$ cat src/hw/rtl/tach_pkg.sv
// ----------------------------------------------------------------------------
// Tachometer package
// Shared constants, register codes and interface types of the tachometer.
// ----------------------------------------------------------------------------
package tach_pkg;

    // Sample ring.
    localparam int RING_DEPTH = 8;
    localparam int RING_IDX_W = (RING_DEPTH > 1) ? $clog2(RING_DEPTH) : 1;

    // Queue between front and back.
    localparam int FIFO_DEPTH = 2;
    localparam int FIFO_IDX_W = (FIFO_DEPTH > 1) ? $clog2(FIFO_DEPTH) : 1;
    localparam int FIFO_CNT_W = $clog2(FIFO_DEPTH + 1);

    // Shared divider.
    localparam int DIV_NUM_W = 64;
    localparam int DIV_DEN_W = 32;
    localparam int DIV_CNT_W = $clog2(DIV_NUM_W + 1);

    // Register indexes and reset values.
    localparam logic REG_INTERVAL = 1'b0;
    localparam logic REG_TEETH    = 1'b1;
    localparam logic [15:0] RST_INTERVAL = 16'd100;
    localparam logic [9:0]  RST_TEETH    = 10'd32;

    // Minutes conversion: 60 s times 1000 ms.
    localparam logic [15:0] RPM_SCALE = 16'd60000;

    // One classified item handed from front to back.
    typedef struct packed {
        logic        taken;
        logic [31:0] now_ms;
        logic [31:0] elapsed;
        logic [15:0] edges;
    } t_cmd;

    typedef struct packed {
        logic                 start;
        logic [DIV_NUM_W-1:0] num;
        logic [DIV_DEN_W-1:0] den;
    } t_div_req;

    typedef struct packed {
        logic                 done;
        logic [DIV_NUM_W-1:0] quo;
    } t_div_rsp;

endpackage

$ cat src/hw/rtl/tach_front.sv
// ----------------------------------------------------------------------------
// Tachometer front
// Counts tooth edges and milliseconds and decides whether an item takes a sample.
// ----------------------------------------------------------------------------
module tach_front (
    input  logic           i_clk,
    input  logic           i_rst_n,
    input  logic           i_in_valid,
    input  logic           i_tooth_edge,
    input  logic           i_ms_tick,
    output logic           o_in_stall,
    input  logic [15:0]    i_interval,
    input  logic           i_fifo_full,
    output logic           o_push,
    output tach_pkg::t_cmd o_cmd
);

    logic [15:0] r_edges;
    logic [31:0] r_now;
    logic [31:0] r_last;
    logic [15:0] n_edges;
    logic [31:0] n_now;
    logic [31:0] elapsed;
    logic        taken;

    assign o_in_stall = i_fifo_full;
    assign o_push     = i_in_valid && !i_fifo_full;

    // Apply this item's edge and tick, then compare the elapsed time.
    always_comb begin
        n_edges = r_edges;
        if (i_tooth_edge && (r_edges != 16'hFFFF)) begin
            n_edges = r_edges + 16'd1;
        end
        n_now   = i_ms_tick ? (r_now + 32'd1) : r_now;
        elapsed = n_now - r_last;
        taken   = elapsed > {16'd0, i_interval};
    end

    assign o_cmd.taken   = taken;
    assign o_cmd.now_ms  = n_now;
    assign o_cmd.elapsed = elapsed;
    assign o_cmd.edges   = n_edges;

    // Counter state advances on every accepted item.
    always_ff @(posedge i_clk) begin
        if (!i_rst_n) begin
            r_edges <= '0;
            r_now   <= '0;
            r_last  <= '0;
        end else if (o_push) begin
            r_now <= n_now;
            if (taken) begin
                r_edges <= '0;
                r_last  <= n_now;
            end else begin
                r_edges <= n_edges;
            end
        end
    end

endmodule

$ cat src/hw/rtl/tach_fifo.sv
// ----------------------------------------------------------------------------
// Tachometer command queue
// Short queue that decouples the front from the back.
// ----------------------------------------------------------------------------
module tach_fifo (
    input  logic           i_clk,
    input  logic           i_rst_n,
    input  logic           i_push,
    input  tach_pkg::t_cmd i_cmd,
    input  logic           i_pop,
    output logic           o_full,
    output logic           o_empty,
    output tach_pkg::t_cmd o_head
);

    tach_pkg::t_cmd                   r_mem [tach_pkg::FIFO_DEPTH];
    logic [tach_pkg::FIFO_IDX_W-1:0]  r_wr;
    logic [tach_pkg::FIFO_IDX_W-1:0]  r_rd;
    logic [tach_pkg::FIFO_CNT_W-1:0]  r_cnt;

    localparam logic [tach_pkg::FIFO_IDX_W-1:0] LAST_IDX =
        tach_pkg::FIFO_IDX_W'(tach_pkg::FIFO_DEPTH - 1);
    localparam logic [tach_pkg::FIFO_CNT_W-1:0] FULL_CNT =
        tach_pkg::FIFO_CNT_W'(tach_pkg::FIFO_DEPTH);

    assign o_full  = r_cnt == FULL_CNT;
    assign o_empty = r_cnt == '0;
    assign o_head  = r_mem[r_rd];

    // Storage needs no reset; the count tells which entries hold an item.
    always_ff @(posedge i_clk) begin
        if (i_push) begin
            r_mem[r_wr] <= i_cmd;
        end
    end

    // Pointers and fill count.
    always_ff @(posedge i_clk) begin
        if (!i_rst_n) begin
            r_wr  <= '0;
            r_rd  <= '0;
            r_cnt <= '0;
        end else begin
            if (i_push) begin
                r_wr <= (r_wr == LAST_IDX) ? '0 : r_wr + 1'b1;
            end
            if (i_pop) begin
                r_rd <= (r_rd == LAST_IDX) ? '0 : r_rd + 1'b1;
            end
            if (i_push && !i_pop) begin
                r_cnt <= r_cnt + 1'b1;
            end else if (!i_push && i_pop) begin
                r_cnt <= r_cnt - 1'b1;
            end
        end
    end

endmodule

$ cat src/hw/rtl/tach_div.sv
// ----------------------------------------------------------------------------
// Tachometer divider
// Restoring divider that produces one quotient bit per cycle.
// ----------------------------------------------------------------------------
module tach_div (
    input  logic               i_clk,
    input  logic               i_rst_n,
    input  tach_pkg::t_div_req i_req,
    output tach_pkg::t_div_rsp o_rsp
);

    logic                              r_busy;
    logic                              r_done;
    logic [tach_pkg::DIV_CNT_W-1:0]    r_cnt;
    logic [tach_pkg::DIV_NUM_W-1:0]    r_num;
    logic [tach_pkg::DIV_DEN_W-1:0]    r_den;
    logic [tach_pkg::DIV_DEN_W-1:0]    r_rem;
    logic [tach_pkg::DIV_DEN_W:0]      rem_sh;
    logic                              ge;

    // One shift-and-subtract step.
    always_comb begin
        rem_sh = {r_rem, r_num[tach_pkg::DIV_NUM_W-1]};
        ge     = rem_sh >= {1'b0, r_den};
    end

    assign o_rsp.done = r_done;
    assign o_rsp.quo  = r_num;

    // Control.
    always_ff @(posedge i_clk) begin
        if (!i_rst_n) begin
            r_busy <= 1'b0;
            r_done <= 1'b0;
            r_cnt  <= '0;
        end else begin
            r_done <= r_busy && (r_cnt == tach_pkg::DIV_CNT_W'(1));
            if (i_req.start) begin
                r_busy <= 1'b1;
                r_cnt  <= tach_pkg::DIV_CNT_W'(tach_pkg::DIV_NUM_W);
            end else if (r_busy) begin
                r_cnt <= r_cnt - 1'b1;
                if (r_cnt == tach_pkg::DIV_CNT_W'(1)) begin
                    r_busy <= 1'b0;
                end
            end
        end
    end

    // Datapath: the numerator shifts out as the quotient shifts in.
    always_ff @(posedge i_clk) begin
        if (i_req.start) begin
            r_num <= i_req.num;
            r_den <= i_req.den;
            r_rem <= '0;
        end else if (r_busy) begin
            r_num <= {r_num[tach_pkg::DIV_NUM_W-2:0], ge};
            r_rem <= ge ? rem_sh[tach_pkg::DIV_DEN_W-1:0] - r_den
                        : rem_sh[tach_pkg::DIV_DEN_W-1:0];
        end
    end

endmodule

$ cat src/hw/rtl/tach_back.sv
// ----------------------------------------------------------------------------
// Tachometer back
// Stores samples in the ring and sequences the weighted average computation.
// ----------------------------------------------------------------------------
module tach_back (
    input  logic               i_clk,
    input  logic               i_rst_n,
    input  logic               i_empty,
    input  tach_pkg::t_cmd     i_head,
    output logic               o_pop,
    input  logic [9:0]         i_teeth,
    output tach_pkg::t_div_req o_div_req,
    input  tach_pkg::t_div_rsp i_div_rsp,
    output logic               o_out_valid,
    input  logic               i_out_stall,
    output logic [31:0]        o_rpm_q8,
    output logic               o_sample_taken
);

    localparam int IW = tach_pkg::RING_IDX_W;
    localparam logic [IW-1:0] LAST_K = IW'(tach_pkg::RING_DEPTH - 1);

    localparam logic [3:0] S_IDLE = 4'd0;
    localparam logic [3:0] S_ENT  = 4'd1;
    localparam logic [3:0] S_RDIV = 4'd2;
    localparam logic [3:0] S_WGT  = 4'd3;
    localparam logic [3:0] S_WDIV = 4'd4;
    localparam logic [3:0] S_MUL  = 4'd5;
    localparam logic [3:0] S_ACC  = 4'd6;
    localparam logic [3:0] S_AVG  = 4'd7;
    localparam logic [3:0] S_ADIV = 4'd8;
    localparam logic [3:0] S_SCL  = 4'd9;
    localparam logic [3:0] S_SST  = 4'd10;
    localparam logic [3:0] S_SDIV = 4'd11;
    localparam logic [3:0] S_OUT  = 4'd12;

    logic [3:0]    r_state;
    logic          r_valid [tach_pkg::RING_DEPTH];
    logic [31:0]   r_time  [tach_pkg::RING_DEPTH];
    logic [31:0]   r_intv  [tach_pkg::RING_DEPTH];
    logic [15:0]   r_edges [tach_pkg::RING_DEPTH];
    logic [IW-1:0] r_slot;
    logic [IW-1:0] r_k;
    logic [31:0]   r_now;
    logic [31:0]   r_rate;
    logic [15:0]   r_w;
    logic [47:0]   r_prod;
    logic [31:0]   r_sum_w;
    logic [63:0]   r_sum_wr;
    logic [31:0]   r_avg;
    logic [47:0]   r_scaled;
    logic [31:0]   r_rpm;
    logic          r_taken;
    logic          r_div_start;
    logic [63:0]   r_div_num;
    logic [31:0]   r_div_den;
    logic [31:0]   age;
    logic [9:0]    teeth_eff;

    assign o_pop          = (r_state == S_IDLE) && !i_empty;
    assign o_out_valid    = r_state == S_OUT;
    assign o_rpm_q8       = r_rpm;
    assign o_sample_taken = r_taken;
    assign o_div_req.start = r_div_start;
    assign o_div_req.num   = r_div_num;
    assign o_div_req.den   = r_div_den;

    assign age       = r_now - r_time[r_k];
    assign teeth_eff = (i_teeth == '0) ? 10'd1 : i_teeth;

    // Ring payload: written at the next slot when a sample is taken.
    always_ff @(posedge i_clk) begin
        if (o_pop && i_head.taken) begin
            r_time[r_slot]  <= i_head.now_ms;
            r_intv[r_slot]  <= i_head.elapsed;
            r_edges[r_slot] <= i_head.edges;
        end
    end

    // Sequencer: walks the ring one entry at a time through the divider.
    always_ff @(posedge i_clk) begin
        if (!i_rst_n) begin
            r_state     <= S_IDLE;
            r_slot      <= '0;
            r_rpm       <= '0;
            r_div_start <= 1'b0;
            for (int i = 0; i < tach_pkg::RING_DEPTH; i++) begin
                r_valid[i] <= 1'b0;
            end
        end else begin
            r_div_start <= 1'b0;
            case (r_state)
                S_IDLE: begin
                    if (!i_empty) begin
                        r_taken <= i_head.taken;
                        if (i_head.taken) begin
                            r_valid[r_slot] <= 1'b1;
                            r_slot   <= (r_slot == LAST_K) ? '0 : r_slot + 1'b1;
                            r_now    <= i_head.now_ms;
                            r_k      <= '0;
                            r_sum_w  <= '0;
                            r_sum_wr <= '0;
                            r_state  <= S_ENT;
                        end else begin
                            r_state <= S_OUT;
                        end
                    end
                end
                // Rate of one entry: edges in Q16.16 over the interval.
                S_ENT: begin
                    if (!r_valid[r_k]) begin
                        if (r_k == LAST_K) begin
                            r_state <= S_AVG;
                        end else begin
                            r_k <= r_k + 1'b1;
                        end
                    end else if (r_intv[r_k] == '0) begin
                        r_rate  <= '0;
                        r_state <= S_WGT;
                    end else begin
                        r_div_start <= 1'b1;
                        r_div_num   <= {16'd0, r_edges[r_k], 16'd0};
                        r_div_den   <= r_intv[r_k];
                        r_state     <= S_RDIV;
                    end
                end
                S_RDIV: begin
                    if (i_div_rsp.done) begin
                        r_rate  <= i_div_rsp.quo[31:0];
                        r_state <= S_WGT;
                    end
                end
                // Weight 1/(age+1) in Q0.16; the newest entry saturates.
                S_WGT: begin
                    if (age == '0) begin
                        r_w     <= 16'hFFFF;
                        r_state <= S_MUL;
                    end else if (age[31:16] != '0) begin
                        r_w     <= '0;
                        r_state <= S_MUL;
                    end else begin
                        r_div_start <= 1'b1;
                        r_div_num   <= 64'h1_0000;
                        r_div_den   <= {16'd0, age[15:0]} + 32'd1;
                        r_state     <= S_WDIV;
                    end
                end
                S_WDIV: begin
                    if (i_div_rsp.done) begin
                        r_w     <= i_div_rsp.quo[15:0];
                        r_state <= S_MUL;
                    end
                end
                S_MUL: begin
                    r_prod  <= r_w * r_rate;
                    r_state <= S_ACC;
                end
                S_ACC: begin
                    r_sum_w  <= r_sum_w + {16'd0, r_w};
                    r_sum_wr <= r_sum_wr + {16'd0, r_prod};
                    if (r_k == LAST_K) begin
                        r_state <= S_AVG;
                    end else begin
                        r_k     <= r_k + 1'b1;
                        r_state <= S_ENT;
                    end
                end
                // Weighted mean of the rates.
                S_AVG: begin
                    if (r_sum_w == '0) begin
                        r_avg   <= '0;
                        r_state <= S_SCL;
                    end else begin
                        r_div_start <= 1'b1;
                        r_div_num   <= r_sum_wr;
                        r_div_den   <= r_sum_w;
                        r_state     <= S_ADIV;
                    end
                end
                S_ADIV: begin
                    if (i_div_rsp.done) begin
                        r_avg   <= i_div_rsp.quo[31:0];
                        r_state <= S_SCL;
                    end
                end
                S_SCL: begin
                    r_scaled <= r_avg * tach_pkg::RPM_SCALE;
                    r_state  <= S_SST;
                end
                // Divide by teeth times 256 to reach Q24.8 RPM.
                S_SST: begin
                    r_div_start <= 1'b1;
                    r_div_num   <= {16'd0, r_scaled};
                    r_div_den   <= {14'd0, teeth_eff, 8'd0};
                    r_state     <= S_SDIV;
                end
                S_SDIV: begin
                    if (i_div_rsp.done) begin
                        r_rpm   <= (i_div_rsp.quo[63:32] != '0) ? 32'hFFFF_FFFF
                                                                : i_div_rsp.quo[31:0];
                        r_state <= S_OUT;
                    end
                end
                S_OUT: begin
                    if (!i_out_stall) begin
                        r_state <= S_IDLE;
                    end
                end
                default: begin
                    r_state <= S_IDLE;
                end
            endcase
        end
    end

endmodule

$ cat src/hw/rtl/wheel_tachometer_weighted_average.sv
// An item without a sample passes from the queue through the idle state to its result; one
// that takes a sample has each older ring entry use the shared 64-step divider twice, the
// newest once, and two more divisions follow.
// Throughput: the front takes an item per cycle until the two-entry queue fills.
// Reset clears the counters, the ring valid bits and the cached speed, and loads
// the sample interval with 100 ms and the tooth count with 32.
// ----------------------------------------------------------------------------
// Wheel tachometer with weighted average
// Counts gear-tooth edges, samples them at a set interval and reports RPM.
// ----------------------------------------------------------------------------
module wheel_tachometer_weighted_average (
    input  logic        i_clk,
    input  logic        i_rst_n,
    input  logic        i_in_valid,
    output logic        o_in_stall,
    input  logic        i_tooth_edge,
    input  logic        i_ms_tick,
    output logic        o_out_valid,
    input  logic        i_out_stall,
    output logic [31:0] o_rpm_q8,
    output logic        o_sample_taken,
    input  logic        psel,
    input  logic        penable,
    input  logic        pwrite,
    input  logic [2:0]  paddr,
    input  logic [31:0] pwdata,
    output logic [31:0] prdata,
    output logic        pready
);

    logic [15:0]        r_interval;
    logic [9:0]         r_teeth;
    logic               push;
    logic               pop;
    logic               full;
    logic               empty;
    tach_pkg::t_cmd     cmd;
    tach_pkg::t_cmd     head;
    tach_pkg::t_div_req div_req;
    tach_pkg::t_div_rsp div_rsp;

    // Configuration registers.
    assign pready = 1'b1;
    assign prdata = (paddr[2] == tach_pkg::REG_TEETH) ? {22'd0, r_teeth}
                                                      : {16'd0, r_interval};

    always_ff @(posedge i_clk) begin
        if (!i_rst_n) begin
            r_interval <= tach_pkg::RST_INTERVAL;
            r_teeth    <= tach_pkg::RST_TEETH;
        end else if (psel && penable && pwrite) begin
            if (paddr[2] == tach_pkg::REG_INTERVAL) begin
                r_interval <= pwdata[15:0];
            end else begin
                r_teeth <= pwdata[9:0];
            end
        end
    end

    tach_front u_front (
        .i_clk        (i_clk),
        .i_rst_n      (i_rst_n),
        .i_in_valid   (i_in_valid),
        .i_tooth_edge (i_tooth_edge),
        .i_ms_tick    (i_ms_tick),
        .o_in_stall   (o_in_stall),
        .i_interval   (r_interval),
        .i_fifo_full  (full),
        .o_push       (push),
        .o_cmd        (cmd)
    );

    tach_fifo u_fifo (
        .i_clk   (i_clk),
        .i_rst_n (i_rst_n),
        .i_push  (push),
        .i_cmd   (cmd),
        .i_pop   (pop),
        .o_full  (full),
        .o_empty (empty),
        .o_head  (head)
    );

    tach_div u_div (
        .i_clk   (i_clk),
        .i_rst_n (i_rst_n),
        .i_req   (div_req),
        .o_rsp   (div_rsp)
    );

    tach_back u_back (
        .i_clk          (i_clk),
        .i_rst_n        (i_rst_n),
        .i_empty        (empty),
        .i_head         (head),
        .o_pop          (pop),
        .i_teeth        (r_teeth),
        .o_div_req      (div_req),
        .i_div_rsp      (div_rsp),
        .o_out_valid    (o_out_valid),
        .i_out_stall    (i_out_stall),
        .o_rpm_q8       (o_rpm_q8),
        .o_sample_taken (o_sample_taken)
    );

endmodule

$ cat config.mk
export PLATFORM = sky130hd
export DESIGN_NAME = wheel_tachometer_weighted_average
export DESIGN_NICKNAME = d
export VERILOG_FILES = /design/src/hw/rtl/tach_pkg.sv /design/src/hw/rtl/tach_front.sv /design/src/hw/rtl/tach_fifo.sv /design/src/hw/rtl/tach_div.sv /design/src/hw/rtl/tach_back.sv /design/src/hw/rtl/wheel_tachometer_weighted_average.sv
export SDC_FILE = /design/constraint.sdc
export NUM_CORES = 2
export LEC_CHECK = 0
export CORE_MARGIN = 10
export CORE_UTILIZATION = 55
export CTS_CLUSTER_DIAMETER = 150
export DETAILED_ROUTE_END_ITERATION = 10
export DONT_BUFFER_PORTS = 1
export PLACE_DENSITY = 0.7
export SYNTH_ARGS = -nofsm -noshare
export SYNTH_HDL_FRONTEND = slang
export SYNTH_SLANG_ARGS = --single-unit
$ cat constraint.sdc
create_clock -name i_clk -period 14.5 [get_ports i_clk]
set_clock_uncertainty 0.1 [all_clocks]
set_input_delay 2.175 -clock i_clk [delete_from_list [all_inputs] [get_ports i_clk]]
set_output_delay 2.175 -clock i_clk [all_outputs]
set_load 0.05 [all_outputs]
==> out/qor.yml <==
synthesis.area_mm2: 0.0895
clk_pin_slew_ps: 70
busiest_layer: "met2"
maxSlewHeadroom_pct: 19.0
path_class: "reg2reg"
die_w_um: 423
dieArea_mm2: 0.179
p_int_w: 0.00994
drt.antenna.violating_nets: 0
core-area_mm2: 0.161
seq_area_frac_synth_pct: 48.1
arrival_ps: 8930
synth_xor_area_share_pct: 2.93
clock_latency_ps: 790
cts_tree: "built"
synth_ff_type: "edfxtp_1"
viasPerCell: 5.98
grt_max_degree: 140
switchingPower_w: 0.00555
post-route-util_pct: 59.9
rows: 147
hold_viol_final: 0
setup_viol: 0
synth_cell_types: 88
swShare_pct: 35.8
timing.rr.end: "u_back.r_div_num[29]"
status: "finished, final reports clean"
min_from: "u_back.r_div_den[22]"
start_util_pct: 55.5
syn_to_final_growth_pct: 7.88
grt_pass1_vias: 58405
fin_crit_ps: 8630
cts-resized-gates: 0
endpoint_kind: "flop"
nNetsFinal: 8276
clockBufferDepth: 3
ys_ff_latch: 1500
pin_count: 112
overflow: 0
setup_tns_ps: 0
final_cells: 9536
gr-usage-all-layers_pct: 23.8
peakVddDrop_uv: 129
dp_hpwl_mm: 149
cts_setup_buffers: 0
cap_violations: 0
power.share.clock_pct: 24.6
synthCells: 7340
synth_top_family_by_area: "adder cells"
max_clock_freq_ghz: 0.116
place_area_mm2: 0.0918
dp_cells: 9265
pwr-share-seq_pct: 37.8
drive_gt1_share_pct: 9.76
async_reset_ff_share_pct: 0
fp.dieH_um: 423
holdBufCountCts: 0
rsz0062_at_grt: "no"
antenna_found_initial: 8
h-tree-depth: 4
wl_per_cell_um: 22.4
stdcell_area_mm2: 0.0965
cts_buffers: 148
yosysWarnings: 0
fill_cells: 12716
total_power_w: 0.0155
hold_path_end: "u_div.r_den[22]"
firstDrtPassIters: 5
post_synth.cell_area_avg_um2: 12.2
synthAdderAreaFrac_pct: 18.4
synth-simple-area-share_pct: 10.8
synth-edff-count: 1297
synth-compound-area-share_pct: 7.92
final_common_cell: "edfxtp_1"
gp_congestion: 0.932
grtUsageMet1_pct: 31.7
cts_root_buf: "clkbuf_16"
synth_mux_area_share_pct: 7.20
r2r_setup_slack_ps: 5870
clock_sinks: 1500
fin_crit_sh_pct: 59.5
drv_slew: 0
grt_use_met3_pct: 4.07
vias: 57031
p_leak_nw: 37.6
path_max_fanout: 48
cp.required_ps: 14800
worstMarginPinSlew_ps: 1200
totalWireLength_mm: 213
rr_worst_depth: 19
cp-start-kind: "flop"
grt_pass1_wl_mm: 336
worstHoldPathType: "reg2reg"
holdPathStages: 0
use_met2_pct: 39.6
io_buffers: 0
final_cell_mix: "edfxtp_1 (1297), inv_1 (763), nand2_1 (643), fa_1 (564), ha_1 (413)"
remaining_drc_errors: 0
pwr-share-comb_pct: 37.6
powerDensity_mw_per_mm2: 161
drt_iter0_markers: 4858
-- power by group through the flow --
stage               logic [W]  clock network, W  registers (W)
floorplan             0.00425                 0        0.00582
global placement      0.00565                 0        0.00592
detailed placement    0.00573                 0        0.00595
CTS                   0.00580           0.00388        0.00586
global route          0.00638           0.00405        0.00590
finish                0.00582           0.00381        0.00586
-- kinds of logic after synthesis --
logic type / Yosys count
AO/OA/AOI/OAI: 1082
XOR/XNOR: 298
adder cells (fa/ha/maj): 977
buffers and inverters: 1097
flip-flops: 1500
multiplexers: 422
other: 2
AND/OR/NAND/NOR: 1962
-- per-stage QoR --
stage          setup slack (ps)  hold WS, ps
6_report                   5870          310
5_1_grt                    5300          323
4_1_cts                    5860          315
2_1_floorplan              1580          300
3_3_place_gp               5720          304
3_5_place_dp               5680          305
-- cells in the mapped netlist, types with 28 or more instances --
cell | count | share of area [%]
xor2_1 | 112 | 1.1
o211ai_1 | 36 | 0.30
mux2_2 | 152 | 1.9
and3_1 | 129 | 0.90
a211oi_1 | 54 | 0.45
xnor2_1 | 184 | 1.8
nand2_1 | 645 | 2.7
inv_1 | 763 | 3.2
nor2b_1 | 42 | 0.29
dfxtp_1 | 203 | 4.5
o21a_1 | 32 | 0.27
o21ai_0 | 217 | 1.2
nand4_1 | 75 | 0.52
nand3_1 | 140 | 0.78
ha_1 | 413 | 5.8
nor3_1 | 103 | 0.58
nor2_1 | 339 | 1.4
a31oi_1 | 47 | 0.33
a21oi_1 | 304 | 1.7
clkbuf_1 | 269 | 1.1
nor4_1 | 37 | 0.26
fa_1 | 564 | 13
mux4_2 | 162 | 4.1
a22o_1 | 28 | 0.27
and2_1 | 264 | 1.8
edfxtp_1 | 1297 | 44
o21bai_1 | 39 | 0.33
o221a_2 | 33 | 0.42
nand2b_1 | 57 | 0.40
a21o_1 | 113 | 0.95
or3_1 | 56 | 0.39
mux2i_1 | 108 | 1.2
-- worst max-delay path by stage --
stage / startpoint / to / slack [ps]
finish: flop / u_back.r_div_num[29] / 5870
global route: flop / u_back.r_div_num[31] / 5300
global placement: i_ms_tick / u_front.r_last[22] / 5720
CTS: flop / u_back.r_div_num[29] / 5860
floorplan: flop / u_back.r_div_den[0] / 1580
detailed placement: i_ms_tick / u_front.r_last[3] / 5680
-- state kept, by name (all words and copies together) (netlist names), 43 cells and up, named ones only --
register,cells
u_div.r_num,64
u_back.r_prod,48
u_back.r_edges,128
u_fifo.r_mem,162
u_back.r_intv,256
u_back.r_time,256
u_back.r_scaled,43
u_back.r_sum_wr,64
u_back.r_div_num,64
-- per-layer routing --
metal	share of wire (%)	routed length, µm
met1	41	87800
met2	49	104000
met3	7.1	15100
met4	3.1	6620
met5	0.0075	16
-- worst max-delay path, stage by stage (launching register included) --
cell       delay [ps]
dfxtp_4           650
buf_4             620
buf_4             750
mux4_2            590
mux2_2            280
ha_1              200
inv_1              70
fa_1              240
a211oi_2          100
o211ai_1          360
a311o_1           450
nand3_1           270
a21oi_1           220
o21ai_0           260
a2111oi_2         460
nand4_1           140
nor4b_1          1040
o21ai_0           410
nor3_2            230
buf_4             590
-- final cells by class --
cell class	instances	area (µm²)	area share [%]
Sequential cell	1500	43000	44.6
Multi-Input combinational cell	4758	42500	44.1
Clock buffer	182	3960	4.10
Inverter	766	2880	2.98
Tap cell	2160	2700	2.80
Clock inverter	88	836	0.866
Timing Repair Buffer	81	608	0.630
Antenna cell	1	2.50	0.00259
Note: power is estimated with default switching activity, not from simulation.
